--- config.mk ---
export PLATFORM = sky130hd
export DESIGN_NAME = bb3_back_flat
export DESIGN_NICKNAME = d
export VERILOG_FILES = /design/src/sv/bb3_pkg.sv /design/src/sv/bb3_if.sv /design/src/sv/bb3_back.sv /design/src/flat_wrapper.sv
export SDC_FILE = /design/constraint.sdc
export NUM_CORES = 2
export LEC_CHECK = 0
export ABC_AREA = 1
export BUFFER_PORTS_ARGS = -buffer_cell sky130_fd_sc_hd__buf_2
export CORE_UTILIZATION = 55
export CTS_CLUSTER_SIZE = 14
export DETAILED_ROUTE_END_ITERATION = 8
export GPL_TIMING_DRIVEN = 0
export PLACE_DENSITY = 0.75
export SLEW_MARGIN = 25
export SYNTH_ARGS = -nofsm -noshare
export SYNTH_HDL_FRONTEND = slang
export SYNTH_SLANG_ARGS = --single-unit
--- constraint.sdc ---
create_clock -name clk_i -period 18.68 [get_ports clk_i]
set_input_delay 1.868 -clock clk_i [delete_from_list [all_inputs] [get_ports clk_i]]
set_output_delay 1.868 -clock clk_i [all_outputs]
set_load 0.005 [all_outputs]
--- src/sv/bb3_pkg.sv ---
// Shared types and constants for the 3x3 edge-aware box blur.
// No dependencies; compiled first.
package bb3_pkg;

  // Depth of the job queue between front and back
  localparam int QDEPTH = 4;
  localparam int QCW    = $clog2(QDEPTH + 1);

  // Configuration register indexes
  typedef enum logic [0:0] {
    CFG_WIDTH  = 1'b0,
    CFG_HEIGHT = 1'b1
  } cfg_reg_e;

  typedef struct packed {
    logic [7:0] r;
    logic [7:0] g;
    logic [7:0] b;
  } rgb_t;

  // One classified pixel: window snapshot plus border flags and emit mask
  typedef struct packed {
    rgb_t [2:0][2:0] win;
    logic            row_ge1;
    logic            row_ge2;
    logic            col_ge1;
    logic            col_ge2;
    logic [3:0]      emit;
    logic            frame_last;
    logic [11:0]     row;
    logic [9:0]      col;
  } job_t;

  // Queue status toward front and back
  typedef struct packed {
    logic [QCW-1:0] count;
    logic           empty;
  } qstat_t;

endpackage

--- src/sv/bb3_if.sv ---


interface bb3_res_if;
  logic        valid;
  logic        ready;
  logic [11:0] out_row;
  logic [9:0]  out_col;
  logic [7:0]  red_out;
  logic [7:0]  green_out;
  logic [7:0]  blue_out;
  logic        run_end;
  logic        frame_end;
  modport source(output valid, out_row, out_col, red_out, green_out, blue_out,
                 run_end, frame_end, input ready);
  modport sink(input valid, out_row, out_col, red_out, green_out, blue_out,
               run_end, frame_end, output ready);
endinterface


--- src/sv/bb3_back.sv ---
// Back end: walks each job's results, sums the window, divides, drives output.
// Depends on bb3_pkg and bb3_if.
module bb3_back (
  input  logic            clk_i,
  input  logic            rst_ni,
  input  bb3_pkg::job_t   head_i,
  input  bb3_pkg::qstat_t qstat_i,
  output logic            pop_o,
  bb3_res_if.source       res_o
);
  import bb3_pkg::*;

  // Reciprocal of 2n scaled by 2^20, rounded up; exact for numerators < 4600
  function automatic logic [19:0] recip(input logic [3:0] n);
    logic [19:0] m;
    case (n)
      4'd1:    m = 20'd524288;
      4'd2:    m = 20'd262144;
      4'd3:    m = 20'd174763;
      4'd4:    m = 20'd131072;
      4'd6:    m = 20'd87382;
      4'd9:    m = 20'd58255;
      default: m = 20'd0;
    endcase
    return m;
  endfunction

  logic        adv, have, emit_now;
  logic [3:0]  done_q, cur, pick, nxt;
  logic [1:0]  kind;
  logic [2:0]  ruse, cuse;
  logic [1:0]  nr, nc;
  logic [3:0]  n;
  logic [11:0] sum [3];
  logic [9:0]  rsum [3][3];
  logic [11:0] pos_row;
  logic [9:0]  pos_col;

  logic        sv_q;
  logic [11:0] sum_q [3];
  logic [3:0]  n_q;
  logic [11:0] row_q;
  logic [9:0]  col_q;
  logic        run_q, frame_q;

  logic        out_valid_q;
  logic [12:0] num [3];
  logic [32:0] prod [3];

  assign adv  = !out_valid_q || res_o.ready;
  assign have = !qstat_i.empty;
  assign cur  = head_i.emit & ~done_q;

  // Pick the next pending result of the head job
  always_comb begin
    kind = 2'd0;
    if (cur[0])      kind = 2'd0;
    else if (cur[1]) kind = 2'd1;
    else if (cur[2]) kind = 2'd2;
    else             kind = 2'd3;
    pick = 4'(1) << kind;
  end
  assign nxt      = cur & ~pick;
  assign emit_now = adv && have && (cur != 4'd0);
  assign pop_o    = adv && have && (nxt == 4'd0);

  always_ff @(posedge clk_i or negedge rst_ni) begin
    if (!rst_ni) begin
      done_q <= '0;
    end else if (adv && have) begin
      done_q <= (nxt == 4'd0) ? 4'd0 : (done_q | pick);
    end
  end

  // Window rows and columns that lie inside the image for this result
  assign ruse = {1'b1, head_i.row_ge1, !kind[1] && head_i.row_ge2};
  assign cuse = {1'b1, head_i.col_ge1, !kind[0] && head_i.col_ge2};
  assign nr   = 2'($countones(ruse));
  assign nc   = 2'($countones(cuse));
  assign n    = 4'(nr) * 4'(nc);

  // Sum per channel: rows first, then across rows
  always_comb begin
    for (int r = 0; r < 3; r++) begin
      for (int ch = 0; ch < 3; ch++) rsum[r][ch] = '0;
      for (int c = 0; c < 3; c++) begin
        if (ruse[r] && cuse[c]) begin
          rsum[r][0] = rsum[r][0] + 10'(head_i.win[r][c].r);
          rsum[r][1] = rsum[r][1] + 10'(head_i.win[r][c].g);
          rsum[r][2] = rsum[r][2] + 10'(head_i.win[r][c].b);
        end
      end
    end
    for (int ch = 0; ch < 3; ch++) begin
      sum[ch] = 12'(rsum[0][ch]) + 12'(rsum[1][ch]) + 12'(rsum[2][ch]);
    end
  end

  assign pos_row = kind[1] ? head_i.row : head_i.row - 12'd1;
  assign pos_col = kind[0] ? head_i.col : head_i.col - 10'd1;

  // Sum stage
  always_ff @(posedge clk_i or negedge rst_ni) begin
    if (!rst_ni) begin
      sv_q <= 1'b0;
    end else if (adv) begin
      sv_q <= emit_now;
    end
  end

  always_ff @(posedge clk_i) begin
    if (emit_now) begin
      sum_q   <= sum;
      n_q     <= n;
      row_q   <= pos_row;
      col_q   <= pos_col;
      run_q   <= (nxt == 4'd0);
      frame_q <= (nxt == 4'd0) && head_i.frame_last;
    end
  end

  // Rounded mean: (2*sum + n) / (2n) by reciprocal multiply
  always_comb begin
    for (int ch = 0; ch < 3; ch++) begin
      num[ch]  = {sum_q[ch], 1'b0} + 13'(n_q);
      prod[ch] = 33'(num[ch]) * 33'(recip(n_q));
    end
  end

  // Output register
  always_ff @(posedge clk_i or negedge rst_ni) begin
    if (!rst_ni) begin
      out_valid_q <= 1'b0;
    end else if (adv) begin
      out_valid_q <= sv_q;
    end
  end

  always_ff @(posedge clk_i) begin
    if (adv && sv_q) begin
      res_o.out_row   <= row_q;
      res_o.out_col   <= col_q;
      res_o.red_out   <= prod[0][27:20];
      res_o.green_out <= prod[1][27:20];
      res_o.blue_out  <= prod[2][27:20];
      res_o.run_end   <= run_q;
      res_o.frame_end <= frame_q;
    end
  end
  assign res_o.valid = out_valid_q;

  a_frame_run : assert property (@(posedge clk_i) disable iff (!rst_ni)
    out_valid_q && res_o.frame_end |-> res_o.run_end)
    else $error("frame_end without run_end");
  a_n_nonzero : assert property (@(posedge clk_i) disable iff (!rst_ni)
    sv_q |-> (n_q != 4'd0) && (n_q <= 4'd9))
    else $error("bad neighbor count");
  a_pop_avail : assert property (@(posedge clk_i) disable iff (!rst_ni)
    pop_o |-> !qstat_i.empty)
    else $error("pop from empty queue");
  a_advance : assert property (@(posedge clk_i) disable iff (!rst_ni)
    sv_q && adv |=> out_valid_q)
    else $error("result lost between stages");

endmodule

--- src/flat_wrapper.sv ---
// flat-port wrapper written by rule: the top's interface ports become plain ports
module bb3_back_flat import bb3_pkg::*;
  (clk_i, rst_ni, head_i, qstat_i, pop_o, res_o_valid, res_o_out_row, res_o_out_col, res_o_red_out, res_o_green_out, res_o_blue_out, res_o_run_end, res_o_frame_end, res_o_ready);
  bb3_res_if res_o_i ();
  input  logic clk_i;
  input  logic rst_ni;
  input  bb3_pkg::job_t head_i;
  input  bb3_pkg::qstat_t qstat_i;
  output logic pop_o;
  output wire logic [$bits(res_o_i.valid)-1:0] res_o_valid;
  output wire logic [$bits(res_o_i.out_row)-1:0] res_o_out_row;
  output wire logic [$bits(res_o_i.out_col)-1:0] res_o_out_col;
  output wire logic [$bits(res_o_i.red_out)-1:0] res_o_red_out;
  output wire logic [$bits(res_o_i.green_out)-1:0] res_o_green_out;
  output wire logic [$bits(res_o_i.blue_out)-1:0] res_o_blue_out;
  output wire logic [$bits(res_o_i.run_end)-1:0] res_o_run_end;
  output wire logic [$bits(res_o_i.frame_end)-1:0] res_o_frame_end;
  input wire logic [$bits(res_o_i.ready)-1:0] res_o_ready;
  assign res_o_valid = res_o_i.valid;
  assign res_o_out_row = res_o_i.out_row;
  assign res_o_out_col = res_o_i.out_col;
  assign res_o_red_out = res_o_i.red_out;
  assign res_o_green_out = res_o_i.green_out;
  assign res_o_blue_out = res_o_i.blue_out;
  assign res_o_run_end = res_o_i.run_end;
  assign res_o_frame_end = res_o_i.frame_end;
  assign res_o_i.ready = res_o_ready;
  bb3_back u_core (.clk_i(clk_i), .rst_ni(rst_ni), .head_i(head_i), .qstat_i(qstat_i), .pop_o(pop_o), .res_o(res_o_i));
endmodule
Word-level counts from Yosys, hierarchy flattened
Index checks and enable logic that the tools add are counted.
Operators by class
  add/subtract/negate cells: 33
  bitwise logic cells: 5
  equal/unequal tests: 6
  multiply operators: 4
  mux-type cells: 15
  shift operators: 1
  reduce and logical (&&, ||, !) cells: 18
Operator list (count)
  $add 10x8->10: 15
  $mux 30: 5
  $pmux 20 s6: 1
  $mul 13x20->28: 3
  $mux 28: 3
  $add 13x4->13: 3
  $add 12x10->12: 3
  $add 10x10->11: 3
  $add 8x8->9: 3
  $mux 12: 1
  $sub 12x1->12 const B: 1
  $logic_and 1x1->1: 11
  $mux 10: 1
  $sub 10x1->10 const B: 1
  $and 4x4->4: 2
  $eq 4x2->1 const B: 2
  $eq 4x3->1 const B: 2
  $not 4->4: 2
  $add 1x1->2: 2
  $add 2x1->2 const B: 2
  $eq 4x1->1 const B: 1
  $eq 4x4->1 const B: 1
  $logic_not 1->1: 4
  $logic_not 4->1: 1
  other kinds (8): 9
Storage, ports and cells
  input port bits: 254
  word-level logic and storage cells: 100
  register bits: 118
  output and inout bits: 50

Longest topological paths before layout
  depth in word-level cells: 15
  gate-level depth with buffers: 43
  gate-level depth less buffers: 42

Worst setup path before layout
OpenSTA, ideal clock, no wires.
  path kind: input-to-reg
  from: in head_i[23] (netlist name)
  to: reg u_core.sum_q[34] (netlist name) (data pin)
  arrival: 6.851 ns
  path slack: 11.568 ns
  stages: 36
  setup time: 0.260 ns
  data required time: 18.420 ns
  cells stage by stage: nand2_2 -> nand2_1 -> nand2_1 -> nor2_1 -> nand2_1 -> clkbuf_1 -> nor2_1 -> ha_1 -> inv_1 -> fa_1 -> or2_2 -> nand3b_1 -> nand2_1 -> xor2_1 -> o21ai_1 -> ha_1 -> inv_1 -> nor2_1 -> nor3_1 -> ha_1 -> inv_1 -> nor3_1 -> a21oi_1 -> nor2_1 -> o21ai_0 -> nand2_1 -> xor2_1 -> inv_1 -> ha_1 -> a21oi_1 -> o21ai_0 -> a21oi_1 -> nor2_1 -> o21ai_0 -> nand2_1 -> xnor2_1
RTL lines
  from (decl): line flat_wrapper.sv:7  | input bb3_pkg::job_t head_i;
  to (signal assigned): line bb3_back.sv:113  | sum_q <= sum;
  to (decl): line bb3_back.sv:40  | logic [11:0] sum_q [3];

==> summary.md <==
| Metric | Value |
|---|---|
| Final nets | ~5700 |
| Kind of critical path | in -> reg |
| Final Critical Period | about 8.5 ns |
| FF/Latch Area | between 0.003 and 0.004 mm² |
| Clk pin slew, worst setup/hold paths | 0.06 ns |
| WL/cell | 17.74 µm |
| Deepest clock path buffer count | 2 |
| Comb power frac | 0.832 |
| Power density cells | approximately 140 mW/mm² |
| Most Crowded Layer GR | met2 |
| Sw frac | 0.5645 |
| Clk pwr share | 0.068 |
| Crit-path most repeated cell | nand2_1 |
| Drc violations | 0 |
| CP startpoint kind | input pin |
| Synth cell types | 50 |
| Critical R2R Launch | u_core.n_q[3] |
| Die area | 0.05979 mm² |
| Die W | approximately 240 µm |
| Clk sinks | roughly 120 |
| TNS Setup | 0 ns |
| Die height | 244.5 µm |
| Leak | 19.47 nW |
| CP max-delay cell | nor2_1 |
| Worst Path Required | 18.88 ns |
| Avg Vias per Cell | 5.258 |
| Multiplexer area fraction after synthesis | 0 |
| Clock Tree Root | clkbuf_16 |
| Initial antenna violation count | 7 |
| Max-cap violation count | 0 |
| IO Port Bufs | 300 |
| CP Launch Point | head_i[23] |
| Synth Area in XOR/XNOR | 0.04599 |
| Slew HR | 0.3181 |
| Cell Rows | slightly below 90 |
| Vias in the first global route | around 28000 |
| Clock Latency Late Sink | ~0.47 ns |
| Worst Setup End Kind | flip-flop |
| Combinational family with the most area after synthesis | adder cells |
| Post-DP HPWL | ~84000 µm |
| Share of power burned in registers | 0.100 |
| Final setup vio count | 0 |
| Mapped Area | 0.03235 mm² |
| Asr flop ratio synth | 0.05085 |
| Total GRT Usage | 0.3271 |
| Switching power total | 2.736 mW |
| CP arrival | between 8 and 9 ns |
| Layout cells sized above 1 | 0.09097 |
| Initial Util | 0.5586 |
| Synth Instances | about 4200 |
| Multi-input logic area | between 0.02 and 0.025 mm² |
| Hold Violations, Final | 0 |
| Grt ovf | 0 |
| GPL Wtd Cong | 1.003 |
| Met2 Usage GRT | 0.5389 |
| Hold Crit Start | u_core.col_q[4] |
| RSZ-0062 raised after global routing | no |
| Cts repair resizes | 0 |
| Synth Area in Compound Gates | 0.07874 |
| Worst ir drop on vdd | 0.09949 mV |
| Commonest register cell after synthesis | edfxtp_1 |
| Post-synthesis adder-cell area fraction | 0.4390 |
| Syn_area_per_cell | approximately 7.6 µm² |
| Achievable Freq | between 0.1 and 0.15 GHz |
| First-pass GRT wire length | around 150000 µm |
| Largest net degree at the start of global routing | 30 |
| Hold_buf cts | 0 |
| Area delta synth->final | 9.847% |
| CTS tree | yes |
| CTS H-tree depth | 4 |
| Worst reg2reg path depth | 27 |
| Post-route ant nets | 0 |
| Num CTS Buffers | 17 |
| DRT iter0 DRCs | roughly 2100 |
| Post-CTS setup buffers | 0 |
| Sequential-to-total area share from yosys stat | 0.1086 |
| Crit path max fanout | 10 |
| Final hold slack | 0.4172 ns |
| Highest cell delay on the worst timing path | approximately 0.65 ns |
| Final worst-path cycle share | 0.4541 |
| CORE AREA | 0.05792 mm² |
| Worst hold stages | 0 |
| GR Util met3 | 0.07364 |
| Detailed Route WL | about 95000 µm |
| Yosys warnings | 0 |
| Int Pwr | between 2 and 2.5 mW |
| Layout fillers | roughly 5300 |
| Vias | between 20000 and 30000 |
| Final clock skew | approximately 0.021 ns |
| Yosys reg bits | 118 |
| Max Slew Vio Count | 0 |
| Drt first pass iters | 6 |
| Worst hold path type | reg -> reg |
| Outcome | completed |
| Actual slew at the worst max-slew pin | about 1 ns |
| Met1 usage in global routing | 0.4087 |
| Number of flops mapped to enable cells by yosys | 112 |
| Synth Area in Simple Gates | 0.1957 |
| I/O pin total | ~300 |
==> worst max-delay path, delay by kind of cell <==
kind | cells | cell delay (ns)
adder cells (fa/ha/maj) | 5 | 1.64
AND/OR/NAND/NOR | 16 | 2.79
XOR/XNOR | 3 | 0.44
buffers and inverters | 5 | 0.67
AO/OA/AOI/OAI | 8 | 1.28
==> stage by stage <==
stage	power, mW	worst slack, ns	cell area [µm²]	cells	utilization
global route	5.447	9.632	35530	5361	0.6136
floorplan	3.435	11.57	32390	4259	-
detailed placement	4.449	9.828	34960	5328	0.6036
CTS	4.818	10.28	35530	5360	0.6135
finish	4.846	10.20	35540	5362	0.6136
global placement	4.349	9.813	34850	5324	0.6017
==> synthesized netlist by cell type (all sizes together), types with 8 or more instances <==
| cell | n | area, µm² |
|---|---|---|
| nor3 | 39 | 206.5 |
| or2 | 10 | 62.56 |
| a21o | 15 | 112.6 |
| o211ai | 10 | 80.07 |
| nand2 | 786 | 2983 |
| nand3 | 160 | 860.8 |
| xnor2 | 72 | 630.6 |
| clkbuf | 30 | 112.6 |
| o21ai | 149 | 768.2 |
| buf | 18 | 95.09 |
| ha | 372 | 4654 |
| nand4 | 48 | 300.3 |
| and2 | 14 | 87.59 |
| nand3b | 8 | 60.06 |
| inv | 1076 | 4039 |
| xor2 | 97 | 857.1 |
| a21oi | 234 | 1179 |
| fa | 477 | 9549 |
| nor2 | 447 | 1718 |
| edfxtp | 112 | 3363 |
| o21bai | 12 | 90.09 |
| a31oi | 11 | 68.82 |
==> power groups by stage <==
stage / registers [mW] / logic (mW) / clock network (mW)
finish: 0.485 / 4.03 / 0.330
detailed placement: 0.491 / 3.96 / 0
global route: 0.496 / 4.61 / 0.346
global placement: 0.493 / 3.86 / 0
CTS: 0.486 / 4.00 / 0.337
floorplan: 0.493 / 2.94 / 0
==> registers in the layout, summed over array words and instances (netlist names), 4 cells and up <==
| signal | count |
|---|---|
| u_core.sum_q | 36 |
| u_core.res_o.out_row | 12 |
| u_core.row_q | 12 |
| u_core.col_q | 10 |
| u_core.res_o.out_col | 10 |
| u_core.res_o.blue_out | 8 |
| u_core.res_o.green_out | 8 |
| u_core.res_o.red_out | 8 |
| u_core.done_q | 4 |
| u_core.n_q | 4 |
==> final timing paths <==
path | endpoint | slack, ns
min in group asynchronous | u_core.done_q[3] | 1.21
hold / removal | u_core.res_o.out_col[4] | 0.42
max in group asynchronous | u_core.sv_q | 17.32
setup / recovery | u_core.sum_q[34] | 10.20
hold reg to reg | u_core.res_o.out_col[4] | 0.42
setup reg to reg | u_core.res_o.red_out[7] | 10.97
==> metal layers <==
metal	wire length, µm	vias up
met2	43400	1127
met3	8112	205
met5	75	-
met4	4765	12
li1	-	13740
met1	38780	13110
==> cell families after synthesis <==
group | Yosys count
compound gates | 463
xor+xnor | 169
buf+inv | 1128
fa+ha+maj | 849
simple gates | 1520
other cells | 2
flops | 118
==> cell type report <==
| class | instances | area share |
|---|---|---|
| multi-input combinational | 3013 | 0.6930 |
| inverter | 1080 | 0.1141 |
| sequential | 118 | 0.09887 |
| timing repair buffer | 304 | 0.04493 |
| tap | 765 | 0.02693 |
| clock buffer | 17 | 0.01197 |
| buffer | 48 | 0.005880 |
| clock inverter | 15 | 0.004155 |
| antenna | 2 | 0.0001408 |
==> cell usage in the layout (no fill, tap or decap), types with 38 or more instances in the layout <==
| cell type | Yosys | final |
|---|---|---|
| fa_1 | 477 | 477 |
| o21ai_0 | 125 | 125 |
| nand3_1 | 148 | 148 |
| buf_2 | 10 | 311 |
| xor2_1 | 96 | 96 |
| inv_1 | 1066 | 1066 |
| a21oi_1 | 232 | 232 |
| nor3_1 | 38 | 38 |
| nand2_1 | 773 | 773 |
| xnor2_1 | 72 | 72 |
| nand4_1 | 48 | 48 |
| nor2_1 | 437 | 435 |
| edfxtp_1 | 112 | 112 |
| ha_1 | 372 | 372 |
No activity file was read; power rests on OpenSTA's default activity.
