$ cat src/sv/bb3_pkg.sv
// Shared types and constants for the 3x3 edge-aware box blur.
// No dependencies; compiled first.
package bb3_pkg;

  // Depth of the job queue between front and back
  localparam int QDEPTH = 4;
  localparam int QCW    = $clog2(QDEPTH + 1);

  // Configuration register indexes
  typedef enum logic [0:0] {
    CFG_WIDTH  = 1'b0,
    CFG_HEIGHT = 1'b1
  } cfg_reg_e;

  typedef struct packed {
    logic [7:0] r;
    logic [7:0] g;
    logic [7:0] b;
  } rgb_t;

  // One classified pixel: window snapshot plus border flags and emit mask
  typedef struct packed {
    rgb_t [2:0][2:0] win;
    logic            row_ge1;
    logic            row_ge2;
    logic            col_ge1;
    logic            col_ge2;
    logic [3:0]      emit;
    logic            frame_last;
    logic [11:0]     row;
    logic [9:0]      col;
  } job_t;

  // Queue status toward front and back
  typedef struct packed {
    logic [QCW-1:0] count;
    logic           empty;
  } qstat_t;

endpackage

$ cat src/sv/bb3_queue.sv
// Short job queue between front and back.
// Depends on bb3_pkg.
module bb3_queue (
  input  logic            clk_i,
  input  logic            rst_ni,
  input  logic            push_i,
  input  bb3_pkg::job_t   push_data_i,
  input  logic            pop_i,
  output bb3_pkg::job_t   head_o,
  output bb3_pkg::qstat_t stat_o
);
  import bb3_pkg::*;

  localparam int PW = $clog2(QDEPTH);

  job_t           mem_q [QDEPTH];
  logic [PW-1:0]  wptr_q, rptr_q;
  logic [QCW-1:0] count_q;

  // Store entries
  always_ff @(posedge clk_i) begin
    if (push_i) begin
      mem_q[wptr_q] <= push_data_i;
    end
  end

  // Advance pointers and count
  always_ff @(posedge clk_i or negedge rst_ni) begin
    if (!rst_ni) begin
      wptr_q  <= '0;
      rptr_q  <= '0;
      count_q <= '0;
    end else begin
      if (push_i) wptr_q <= wptr_q + PW'(1);
      if (pop_i)  rptr_q <= rptr_q + PW'(1);
      count_q <= count_q + QCW'(push_i) - QCW'(pop_i);
    end
  end

  assign head_o       = mem_q[rptr_q];
  assign stat_o.count = count_q;
  assign stat_o.empty = (count_q == '0);

endmodule

$ cat config.mk
export PLATFORM = sky130hd
export DESIGN_NAME = bb3_queue
export DESIGN_NICKNAME = d
export VERILOG_FILES = /design/src/sv/bb3_pkg.sv /design/src/sv/bb3_queue.sv
export SDC_FILE = /design/constraint.sdc
export NUM_CORES = 1
export LEC_CHECK = 0
export ABC_AREA = 1
export BUFFER_PORTS_ARGS = -buffer_cell sky130_fd_sc_hd__buf_2
export CAP_MARGIN = 20
export CELL_PAD_IN_SITES_DETAIL_PLACEMENT = 1
export CELL_PAD_IN_SITES_GLOBAL_PLACEMENT = 2
export CORE_MARGIN = 1.5
export CORE_UTILIZATION = 38
export CTS_CLUSTER_SIZE = 14
export DETAILED_ROUTE_END_ITERATION = 16
export HOLD_SLACK_MARGIN = 0.15
export PLACE_DENSITY_LB_ADDON = 0.15
export SLEW_MARGIN = 40
export SYNTH_ARGS = -nofsm -noshare
export SYNTH_HDL_FRONTEND = slang
export SYNTH_SLANG_ARGS = --single-unit
export TNS_END_PERCENT = 20
$ cat constraint.sdc
create_clock -name clk_i -period 7.2 [get_ports clk_i]
set_clock_uncertainty 0.1 [all_clocks]
set_input_delay 0.36 -clock clk_i [delete_from_list [all_inputs] [get_ports clk_i]]
set_output_delay 0.36 -clock clk_i [all_outputs]
set_load 0.02 [all_outputs]
### Word level (Yosys, flattened, before mapping)

Memory sizes are Yosys's and may differ from the RTL's.
Cells that the tools add are included.

| operators by class | value |
|---|---|
| add/subtract/negate cells | 4 |
| mux-type cells | 2 |
| reduce and logical (&&, ||, !) cells | 1 |

Operators with widths:

| kind | count |
|---|---|
| adder 2 x 1 -> 2 bit (second input constant) | 2 |
| adder 3 x 1 -> 3 bit | 1 |
| logical NOT 3 bit | 1 |
| subtractor 3 x 1 -> 3 bit | 1 |
| two-way mux 1 bit | 2 |

| word-level totals | value |
|---|---|
| RAM bits | 988 |
| bits of input ports | 251 |
| bits in registers | 7 |
| memories kept | 1 |
| logic and storage cells | 11 |

Memories:

| memory | words | bits a word | read ports | clocked after Yosys merged registers in | write ports | RTL line | source |
|---|---|---|---|---|---|---|---|
| mem_q | 4 | 247 | 1 | 0 | 1 | bb3_queue.sv:16 | `job_t mem_q [QDEPTH];` |

### Logic depth before layout (Yosys ltp)

Gate-level depths: netlist of run 1.

| logic depth | value |
|---|---|
| depth in word-level cells | 2 |
| depth in mapped cells | 10 |
| gate-level depth less buffers | 10 |

### Worst setup path before layout of run 1

OpenSTA, ideal clock, no wires.

| timing path | value |
|---|---|
| path type | reg2reg |
| start | register wptr_q[0] |
| end | memory mem_q[0][0] (netlist name), enable pin |
| arrival time | 5.453 ns |
| library setup time | 0.599 ns |
| slack | 1.049 ns |
| stages on the path, launching flop included | 5 |
| cell sequence | dfrtp_1 -> inv_1 -> ha_1 -> nand2_1 -> inv_1 |

RTL lines:

| item | RTL line | source |
|---|---|---|
| start: declaration | bb3_queue.sv:17 | `logic [PW-1:0] wptr_q, rptr_q;` |
| start signal: assignment | bb3_queue.sv:34 | `if (push_i) wptr_q <= wptr_q + PW'(1);` |
| end: declaration | bb3_queue.sv:16 |  |

No word-level cell before the write port.

==> out/summary.md, run 1 <==
After synthesis, the largest family of logic cells by area is simple AND/OR/NAND/NOR gates. The final number of max-transition violations is 0. For the least setup slack across all paths after layout, the log shows 3070 ps. The synthesized netlist occupies a cell area of 42000 um^2. The routed design could run at a clock period as short as 4130 ps. The logs give 0 for the count of unresolved DRC violations after routing and 23.8 nW for the static leakage power. The post-route netlist has 14.6% of its cells at a drive strength greater than 1.

The number of gates resized after CTS was 0. The violation count after the first detailed-route iteration was 1286; the y dimension of the die was 335 um. The XOR/XNOR share of the synthesized area works out to 0.0626%. TritonCTS built the clock tree. The summed area of non-filler cells in the final layout came out at 51900 um^2. After synthesis, the cell types taking the most area are edfxtp_1 71%, nand2_1 11%, inv_1 8.9%.

For the global-route wire length before repair, the log shows 169000 um. The category of the worst setup path launch point was a flop. In this run the tightest slew margin relative to its limit is 43.1%. Dividing the detail-routed via count by the number of cells gives 4.51. The logs give 0 for the total number of yosys warnings and 995 for the clock net sink count. The tools report the clock buffer count from CTS as 110. The tools report the cell area after placement as 45800 um^2.

Summing the areas of all fa, ha and maj instances in the mapped netlist gives 0.226% of the synthesized area. In the final design database the tool counted 4902 nets. Once detail routing completed, the nets flagged for antenna violations numbered 0.

The tool flagged a number of max-cap violations equal to 0. Of the available clock period, the critical path in the final layout requires 57.4%. The number of nets produced by synthesis is 4173, and the average footprint of a synthesized cell is 10.7 um^2. The power per cell area works out to 417 nW/um^2.

The logs give 29100 for the via count of the first global-routing pass and 6219 for the final cell count without fillers. In this run the post-CTS setup repair buffer count came out at 0. The later pin in the worst-skew pair is clocked with a latency of 680 ps. The post-route core utilization was 47.5%; the share of power burned in combinational logic was 38.2%.

The area growth from synthesis to layout is 23.6%. The filler cells instantiated in the layout total 12000. The cell sitting at the root of the clock tree is a clkbuf_16. In this run the core area contains 121 standard-cell rows. During I/O placement, the number of pins put on the boundary was 502.

The floorplan step set the die width to 335 um. The clock network accounts for 25.4% of the total power. The critical path is of the reg2out type.

Net switching is 39.4% of the power. The basic-gate share of the synthesized area counting and, or, nand and nor cells is 17.0%, and the proportion of power drawn by flip-flops and latches is 36.4%. The total negative setup slack was 0 ps; the global routing usage summed across all routing layers was 19.7%.

For the cell count after synthesis, the log shows 3915. For the HPWL after detailed placement, the log shows 65400 um. The leftover overflow at the end of global routing was 0; the number of cells in the design after placement was 5755. Hold is met by 323 ps.

Along the worst path, the maximum fanout reaches 99. The worst-case clock buffer depth was 3. The run finished with clean final reports. For this configuration, the core starts out at a cell density of 38.4%. The area share of the largest cell type after synthesis is 70.6%, and the post-route total power is 21.6 mW. Setup repair after global routing left no endpoint under its margin. In this run, distinct cell masters in the synthesized netlist total 15. The post-synthesis compound-gate area fraction was 0.0119%; the register area share after synthesis was 71.0%. For the pin with the worst max-slew slack, the measured transition is 853 ps.

The number of endpoints with negative hold slack in the final report was 0. The average wire per cell in the routed design is 17.9 um, and the routability congestion estimate is 0.738. Of the post-synthesis cell area, the part taken by muxes is 0%.

Entering global routing, the biggest net connects 161 pins. The worst hold path belongs to the class in2reg. The routed layout has 28000 vias. The arrival time reported for the critical path endpoint was 3670 ps; the initial antenna violation count was 29. The die covers 113000 um^2. Worst slack after detailed placement: 3770 ps.

The tools report the nature of the critical path endpoint as an output pin. Port buffering added 501 buffers. The clock transition at the registers of the reported paths was 60 ps. In this run the standard cell core region covers 109000 um^2.

The H-tree was split into 3 levels. The biggest area contributor in the post-synthesis netlist is edfxtp_1. The logs give 8.52 mW for the switching power and 13.1 mW for the internal power of the cells. Across the VDD grid, the largest voltage drop is 0.455 mV.

In this run, post-CTS hold repair placed 251 buffers. Wires add up to 112000 um. The number of storage elements in the synthesis netlist works out to 995.

The first detailed-routing pass ran for 5 iterations. The number of endpoints failing setup at the final stage was 0; the maximum frequency from static timing analysis was 242 MHz. The data required time of the worst path was 6740 ps.
==> worst max-delay path, stage by stage (launching register included) <==
cell	delay [ps]
dfrtp_4	740
buf_4	740
buf_12	450
buf_16	390
nand2_1	110
nand3_1	100
nand2_1	100
buf_2	170
==> flip-flops by register name, summed over array words and instances, names as in the netlist <==
register and count:
rptr_q 2, count_q 3, mem_q 988, wptr_q 2
==> layout make-up <==
| class | count | area [um^2] | share of cell area, % |
|---|---|---|---|
| clock inverters | 62 | 632 | 1.22 |
| inverters | 1002 | 3810 | 7.34 |
| well taps | 1476 | 1850 | 3.56 |
| flip-flops and latches | 995 | 29900 | 57.5 |
| clock buffers | 134 | 2890 | 5.56 |
| repair buffers | 782 | 5560 | 10.7 |
| multi-input cells | 1753 | 7290 | 14.0 |
| diodes | 15 | 37.5 | 0.0723 |
==> Yosys cell counts, drive strengths merged <==
master  number
xor2         3
buf        158
nand2     1246
o21ai        1
nand3      495
clkbuf       7
inv       1002
edfxtp     988
nor3         1
dfrtp        7
fa           1
ha           6
==> placed cells by master, fill, tap and decap left out <==
master         synthesis  routed
diode_2                0      15
buf_6                 45       3
clkinv_8               0       2
buf_16                 0       9
nor3_1                 1       1
buf_4                  6       8
inv_1               1000     996
dfrtp_1                7       5
fa_1                   1       1
nand3_1              495     495
buf_2                107     501
nand2_1             1246    1246
o21ai_1                1       1
clkinv_2               0      18
dfrtp_4                0       2
inv_8                  0       5
edfxtp_1             988     988
clkinv_1               0      25
clkbuf_16              0     112
dlygate4sd3_1          0     251
buf_12                 0      10
inv_6                  0       3
clkbuf_1               7      22
bufinv_16              0      13
xor2_1                 3       3
clkinvlp_4             0       2
ha_1                   6       6
==> metal layers <==
layer  wire (um)  up-vias  GRT usage, %
li1            -    13700             -
met1       47000    13600          24.2
met2       55100      490          34.3
met3        6250      191          4.77
met4        3060       32          6.09
met5         195        -             0
==> power by group through the flow <==
stage	Combinational (mW)	Sequential, mW	Clock [mW]
2_1_floorplan	5.38	8.13	0
3_3_place_gp	8.17	7.96	0
3_5_place_dp	8.32	7.99	0
4_1_cts	8.48	7.87	5.66
5_1_grt	9.16	7.95	5.85
6_report	8.27	7.86	5.49
==> worst paths after layout <==
| check | from | end | slack [ps] | depth (start not counted) |
|---|---|---|---|---|
| min reg2reg | wptr_q[0] | wptr_q[0] | 420 | 1 |
| max in group asynchronous | rst_ni | rptr_q[1] | 6100 | 3 |
| max | rptr_q[0] | head_o[163] | 3070 | 7 |
| max reg2reg | wptr_q[1] | mem_q[1][113] | 4410 | 6 |
| min in group asynchronous | rst_ni | count_q[1] | 570 | 3 |
| min | push_data_i[232] | mem_q[0][232] | 320 | 2 |
==> kinds of logic after synthesis <==
group | after synthesis
flops | 995
compound gates | 1
buf+inv | 1167
xor+xnor | 3
fa+ha+maj | 7
simple gates | 1742
No activity file was read; power rests on OpenSTA's default activity.
==> inputs of run 2 (changes only) <==
- ABC_AREA: 1 -> 0
- CORE_UTILIZATION: 38 -> 45
- clock period: 7.2 -> 3.81 ns (I/O delays scaled with it)
==> out/summary.md, run 2 <==
For the number of max-capacitance violations reported, the log shows 0. Counting instances in the post-synthesis netlist gives the leading cell types as 988 x edfxtp_1, 247 x mux4_2, 25 x buf_2, 25 x buf_6, 7 x dfrtp_1. The top cell types in the final layout, fill and taps aside, are 988 x edfxtp_1, 501 x buf_2, 265 x dlygate4sd3_1. The register area share after synthesis is 82.8%, and the switching power is 11.8 mW. After detailed routing, the average wire length per cell comes to 25.0 um. The post-layout minimum cycle time is 3020 ps. By area the synthesized netlist is led by edfxtp_1 82%, mux4_2 15%, buf_6 0.78%.

The total setup buffers inserted after CTS came out at 0. Post-synthesis compound-gate area fraction: 0.0139%. The proportion of synthesized area in mux cells works out to 15.4%. Measured against its own limit, the worst slew margin works out to 37.3%. 502 I/O pins were placed.

The library cell used most frequently in the layout, excluding fill and tap cells, is edfxtp_1. After Yosys synthesis, XOR and XNOR cells account for 0.121% of the synthesized area. Cells fill 58.6% of the core in the end. The worst setup path is captured at an output pin. The die covers 81800 um^2.

edfxtp_1 is the most common cell in the netlist. Using the TritonRoute via totals, the vias-per-cell ratio works out to 5.20. The first-pass iteration count of the detailed router was 5; the count of cells resized by post-cts repair was 0. The average footprint of a synthesized cell works out to 27.2 um^2. For this configuration, the core starts out at a cell density of 45.6%. Clock share of power: 28.0%. The synthesized design devotes to its leading area cell type 82.3% of total area.

STA puts the critical path data arrival time at 2730 ps. The post-route total power was 36.9 mW; the row count was 103. Yosys mapped a number of flops with a built-in enable equal to 988. Buffers inserted during clock tree synthesis total 103. The total number of yosys warnings is 0.

Summed over all instances, the cell type with the most area after synthesis is edfxtp_1. For this block, the via count after detailed routing is 17300. Summing the areas of all fa, ha and maj instances in the mapped netlist gives 0.264% of the synthesized area. Across the VDD grid, the largest voltage drop is 0.524 mV.

The number of storage elements in the synthesis netlist was 995; the via count of the first global-routing pass was 19400. For this run, the leading register cell type out of synthesis is edfxtp_1. Once detailed placement completed, the half-perimeter wirelength came to 51200 um. STA classifies the critical path startpoint as a flop. The clock transition at the registers of the reported paths is 60 ps.

For the cell count after synthesis, the log shows 1324. The core region is 79100 um^2. In this run the cell area of the synthesized design comes to 36100 um^2. The tools report the share of power burned in combinational logic as 31.7%. In this run the vertical extent of the chip is 286 um.

Cell internal power was estimated by the tool at 25.1 mW. The category of the critical setup timing path was reg2out. The logs give 121 for the maximum number of pins on one net before global-route repair and 1582 for the number of nets produced by synthesis.

The worst hold path belongs to the class in2reg. Counting flops per register, the top entry is mem_q. Global routing usage summed across all routing layers: 20.6%. The final cell count without fillers was 3335; the post-route fraction of the period consumed by the critical path was 79.4%. The tightest hold path in the finished design has a slack of 193 ps. The number of different library cells used by synthesis comes to 16.

The area overhead of the layout relative to synthesis was 28.6%. TritonCTS built the clock tree. The leftover overflow at the end of global routing was 0; the worst-skew pair later-pin latency was 640 ps. For this run, the top clock speed supported by timing is 331 MHz.

In this run the tool buffered the top-level ports with 501 buffer cells. Summing the areas of all and, or, nand and nor instances in the mapped netlist gives 0.104% of the synthesized area. Setup violations remaining at the end of the flow were counted as 0. The run gives 0 as the number of endpoints with negative hold slack in the final report. Net switching is 31.9% of the power. Transition time at the pin with the least slew margin: 941 ps. CTS built an H-tree with a depth of 3. The clock net sink count came out at 995. The initial antenna violation count was 7.

The post-cts hold buffer count was 265. In the final design database the tool counted 2450 nets. The worst-case clock buffer depth came out at 3. Cell at the root of the clock tree: clkbuf_16. The proportion of power drawn by flip-flops and latches came out at 40.3%. The largest registers in the layout are mem_q x988, count_q x3. The fraction of final layout cells with drive strength greater than 1 is 42.3%. The main combinational cell family by area after synthesis was multiplexers. For the final wirelength, the log shows 83300 um. The die is 286 um wide. Counting tap cells, the placed design contains a total of 2871 instances.

The detailed router finished its first iteration with 992 violations. The power per cell area works out to 796 nW/um^2. In the routed design, unresolved DRC markers number 0.

The count of nets left with antenna violations once routing finished came out at 0. In the final timing run, aggregate negative setup slack is 0 ps. Routability-driven placement finished with a final weighted congestion of 0.739. The flow ran to the end, and the final reports show no timing, DRC or antenna violations.

The largest driver fanout on the critical path was 24; the data required time of the worst path was 3520 ps. Number of flip-flops under the largest register name: 988. Proportion of synthesized flip-flops having asynchronous set or reset: 0.704%.

Final number of max-transition violations: 0. The static leakage power was 16.0 nW. Setup repair after global routing left no endpoint under its margin. The first global-routing pass estimated 125000 um of wire.
run 2: cell types whose count changed after synthesis, moves of 4 or more:
| cell | previous run | this run |
|---|---|---|
| and2_1 | 0 | 4 |
| buf_2 | 107 | 25 |
| buf_6 | 45 | 25 |
| clkbuf_1 | 7 | 3 |
| inv_1 | 1000 | 6 |
| mux4_2 | 0 | 247 |
| nand2_1 | 1246 | 2 |
| nand3_1 | 495 | 0 |
run 2: critical path, stage by stage (launching register included):
cell	delay [ps]
dfrtp_4	600
buf_12	270
buf_4	420
mux4_2	570
buf_2	180
run 2: through the flow:
stage | instance area, um^2 | worst slack [ps]
floorplan | 36100 | -353
global placement | 40100 | 1230
detailed placement | 40100 | 1200
CTS | 46300 | 492
global route | 46400 | 600
finish | 46400 | 786
run 2: final timing paths:
kind / startpoint / cells past startpoint / end / slack [ps]
worst min register to register: wptr_q[0] / 1 / wptr_q[0] / 450
worst max register to register: wptr_q[1] / 4 / mem_q[1][84] / 1590
min in group asynchronous: rst_ni / 3 / count_q[2] / 430
max in group asynchronous: rst_ni / 3 / rptr_q[0] / 2860
worst max-delay path: rptr_q[0] / 4 / head_o[54] / 790
worst min-delay path: push_data_i[24] / 2 / mem_q[0][24] / 190
run 2: cell type report:
| type | instances | area [um^2] |
|---|---|---|
| diodes | 3 | 7.51 |
| clock buffers | 116 | 2690 |
| clock inverters | 79 | 848 |
| fillers | 6735 | 32800 |
| inverters | 6 | 22.5 |
| multi-input cells | 267 | 5750 |
| flip-flops and latches | 995 | 29900 |
| well taps | 1050 | 1310 |
| repair buffers | 819 | 5870 |
run 2: power by group through the flow:
| stage | Sequential [mW] | Combinational [mW] | Clock (mW) |
|---|---|---|---|
| 2_1_floorplan | 15.0 | 7.70 | 0 |
| 3_3_place_gp | 15.1 | 11.5 | 0 |
| 3_5_place_dp | 15.2 | 11.6 | 0 |
| 4_1_cts | 15.0 | 11.8 | 10.6 |
| 5_1_grt | 15.0 | 12.4 | 10.9 |
| 6_report | 14.9 | 11.7 | 10.3 |
run 2: routing by layer:
layer  global-route usage (%)  up-vias  wire length, um  part of all wire [%]
li1                         -     7533                -                     -
met1                     25.7     9160            32800                    39
met2                     35.2      488            42900                    51
met3                     5.22      138             5340                   6.4
met4                     6.98       10             2250                   2.7
met5                        0        -               62                 0.074
run 2: logic make-up (layout without fill, tap and decap cells):
logic type / count (synthesis) / count (layout)
other: 0 / 3
XOR/XNOR: 5 / 5
AND/OR/NAND/NOR: 7 / 7
multiplexers: 247 / 247
adder cells (fa/ha/maj): 7 / 7
flip-flops: 995 / 995
buffers and inverters: 62 / 1020
AO/OA/AOI/OAI: 1 / 1
==> inputs of run 3 (changes only) <==
- clock period: 3.81 -> 2.8 ns (I/O delays scaled with it)
==> out/summary.md, run 3 (same netlist as run 2, synthesis figures left out) <==
The tightest slew margin relative to the limit is 56.4%, and the post-layout minimum cycle time is 2720 ps. The category of the critical setup timing path is reg2out. After filler insertion, the fill cell instance count of the layout stands at 6657. The transition time at the pin with the least slew margin was 654 ps; the number of endpoints failing setup at the final stage was 0. In this run the power density over the cells is 1050 nW/um^2.

The library cell used most frequently in the layout, excluding fill and tap cells, is edfxtp_1. The tools report the worst-skew pair later-pin latency as 680 ps. Max-cap violations in this run came to 0.

Based on the critical path, the design can be clocked at up to 367 MHz. The internal portion of the total power is 34.1 mW. The routed design has 88300 um of wire. At the end of routability-driven placement, the weighted congestion stood at 0.759. The run gives 0 as the number of nets with antenna violations after detailed routing. The top register by number of flip-flops is mem_q. The ratio of routed vias to standard cells works out to 5.17.

The clock transition at the registers of the reported paths came out at 60 ps. The I/O pin count came out at 502. The tools report the global routing usage summed across all routing layers as 21.9%. In the final layout, the registers with the most flip-flops are mem_q x988, count_q x3. The total overflow left after global routing is 0. Per report_power, the sequential group accounts for 40.0% of the total.

The wire-length estimate of the detail-placed layout is 53700 um. In this run, the clock network consumes 26.4% of the power. Port buffering added 501 buffers. The average wire per cell in the routed design came out at 25.2 um. The number of flip-flops under the largest register name was 988.

Summed over all cells, the static leakage comes to 16.7 nW. The worst setup path is launched from a flop. The number of cells in the design after placement came out at 2894. The die covers 81800 um^2. Once the clock tree was built, the setup fixing pass inserted 0 buffers. Leaving out filler cells and counting taps, the final layout contains 3503. The run gives 0 as the number of endpoints with negative hold slack in the final report. Entering global routing, the biggest net connects 79 pins. Dividing the final minimum period by the clock period gives 97.2%. For the total negative setup slack, the log shows 0 ps. TritonCTS built the clock tree.

The run finished with clean final reports. The via total after detailed routing was 18100; the post-route core utilization was 60.7%. The tools report the area of the placeable core as 79100 um^2. The largest driver fanout on the critical path was 21. The logs give 0.752 mV for the worst IR drop on VDD and 0 for the count of unresolved DRC violations after routing. After layout, the design draws a total of 50.4 mW. The via count of the first global-routing pass was 20700; the row count was 103. The first global-routing pass estimated 132000 um of wire. Across all hold checks on the routed design, the worst slack comes to 154 ps. In this run, the number of DRC markers left after iteration 0 of detailed routing was 1033. CTS saw 995 sinks.

The first detailed-routing pass took 5 iterations. For the worst setup path, the data arrival time is 2480 ps. The tools report the total number of nets in the final design as 2617. The tools report the share of power burned in combinational logic as 33.6%.

The worst-case clock buffer depth came out at 3. For the data required time of the worst path, the log shows 2560 ps. The initial antenna violation count is 12, and the final number of max-transition violations is 0. Switching share of power: 32.4%.

The worst setup path is captured at an output pin. Clock tree synthesis selected as its root buffer the cell clkbuf_16. The logs give 103 for the clock buffer count from CTS and 3 for the H-tree depth. The die is 286 um wide.

Type of the tightest min-delay check: in2reg. Compared with the post-synthesis result, the final layout area differs by 33.3%. In the final layout, the share of cells above drive strength 1 is 40.0%. The run gives 16.3 mW as the switching power. The top cell types in the final layout, fill and taps aside, are 988 x edfxtp_1, 492 x buf_2, 409 x dlygate4sd3_1. Setup repair after global routing could not meet its margin everywhere. Y dimension of the die: 286 um. The run gives 45.6% as the initial cell density of the core.
[run 3: cell types whose count changed in the layout (fill, tap and decap cells not counted), moves of 3 or more]
cell / change
buf_6: +9
buf_12: +15
buf_4: +4
clkbuf_1: +13
buf_16: +3
buf_2: -9
bufinv_16: -8
dlygate4sd3_1: +144
clkinv_1: -6
diode_2: +3
[run 3: timing repair]
action / in CTS / in global routing
gates cloned: 0 / 1
resized for setup: 18 / 3
endpoints found under the hold margin: 1022 / 9
setup endpoints to repair: 27 / 37
hold buffers: 405 / 4
[run 3: path summary, 6_finish.rpt]
path / start / to / slack, ps / cells after the start
max in group asynchronous: rst_ni / rptr_q[0] / 1840 / 3
worst max register to register: wptr_q[1] / mem_q[1][228] / 720 / 4
worst max-delay path: rptr_q[0] / head_o[202] / 80 / 4
worst min register to register: wptr_q[0] / wptr_q[0] / 430 / 1
min in group asynchronous: rst_ni / count_q[2] / 370 / 3
worst min-delay path: push_data_i[0] / mem_q[3][0] / 150 / 2
[run 3: area by class of cell]
| type | count | area, um^2 | area share [%] |
|---|---|---|---|
| inverters | 6 | 22.5 | 0.0469 |
| repair buffers | 986 | 7810 | 16.2 |
| clock buffers | 128 | 2710 | 5.65 |
| clock inverters | 65 | 574 | 1.20 |
| multi-input cells | 267 | 5750 | 12.0 |
| well taps | 1050 | 1310 | 2.73 |
| diodes | 6 | 15.0 | 0.0312 |
| flip-flops and latches | 995 | 29900 | 62.1 |
[run 3: power groups by stage]
stage | clock network (mW) | registers, mW | logic [mW]
after floorplan | 0 | 20.3 | 10.5
after global placement | 0 | 20.2 | 16.5
after detailed placement | 0 | 20.4 | 16.5
after CTS | 13.5 | 20.2 | 17.2
after global routing | 14.1 | 20.4 | 17.9
final | 13.3 | 20.1 | 16.9
[run 3: worst max-delay path, stage by stage (launching register included)]
cell	delay, ps
dfrtp_4	550
buf_16	260
buf_12	220
mux4_2	580
buf_2	190
[run 3: through the flow]
stage	setup slack (ps)	area (um^2)
CTS	-21.0	48000
floorplan	-86.4	36100
detailed placement	648	40600
global route	-25.6	48000
global placement	683	40600
finish	77.7	48100
[run 3: per-layer routing]
metal  share of wire (%)  GRT usage, %  routed length (um)
met1                  38          27.1               33400
met2                  52          37.4               46100
met3                 6.5          5.52                5720
met4                 3.3          7.95                2950
met5                0.12             0                 103
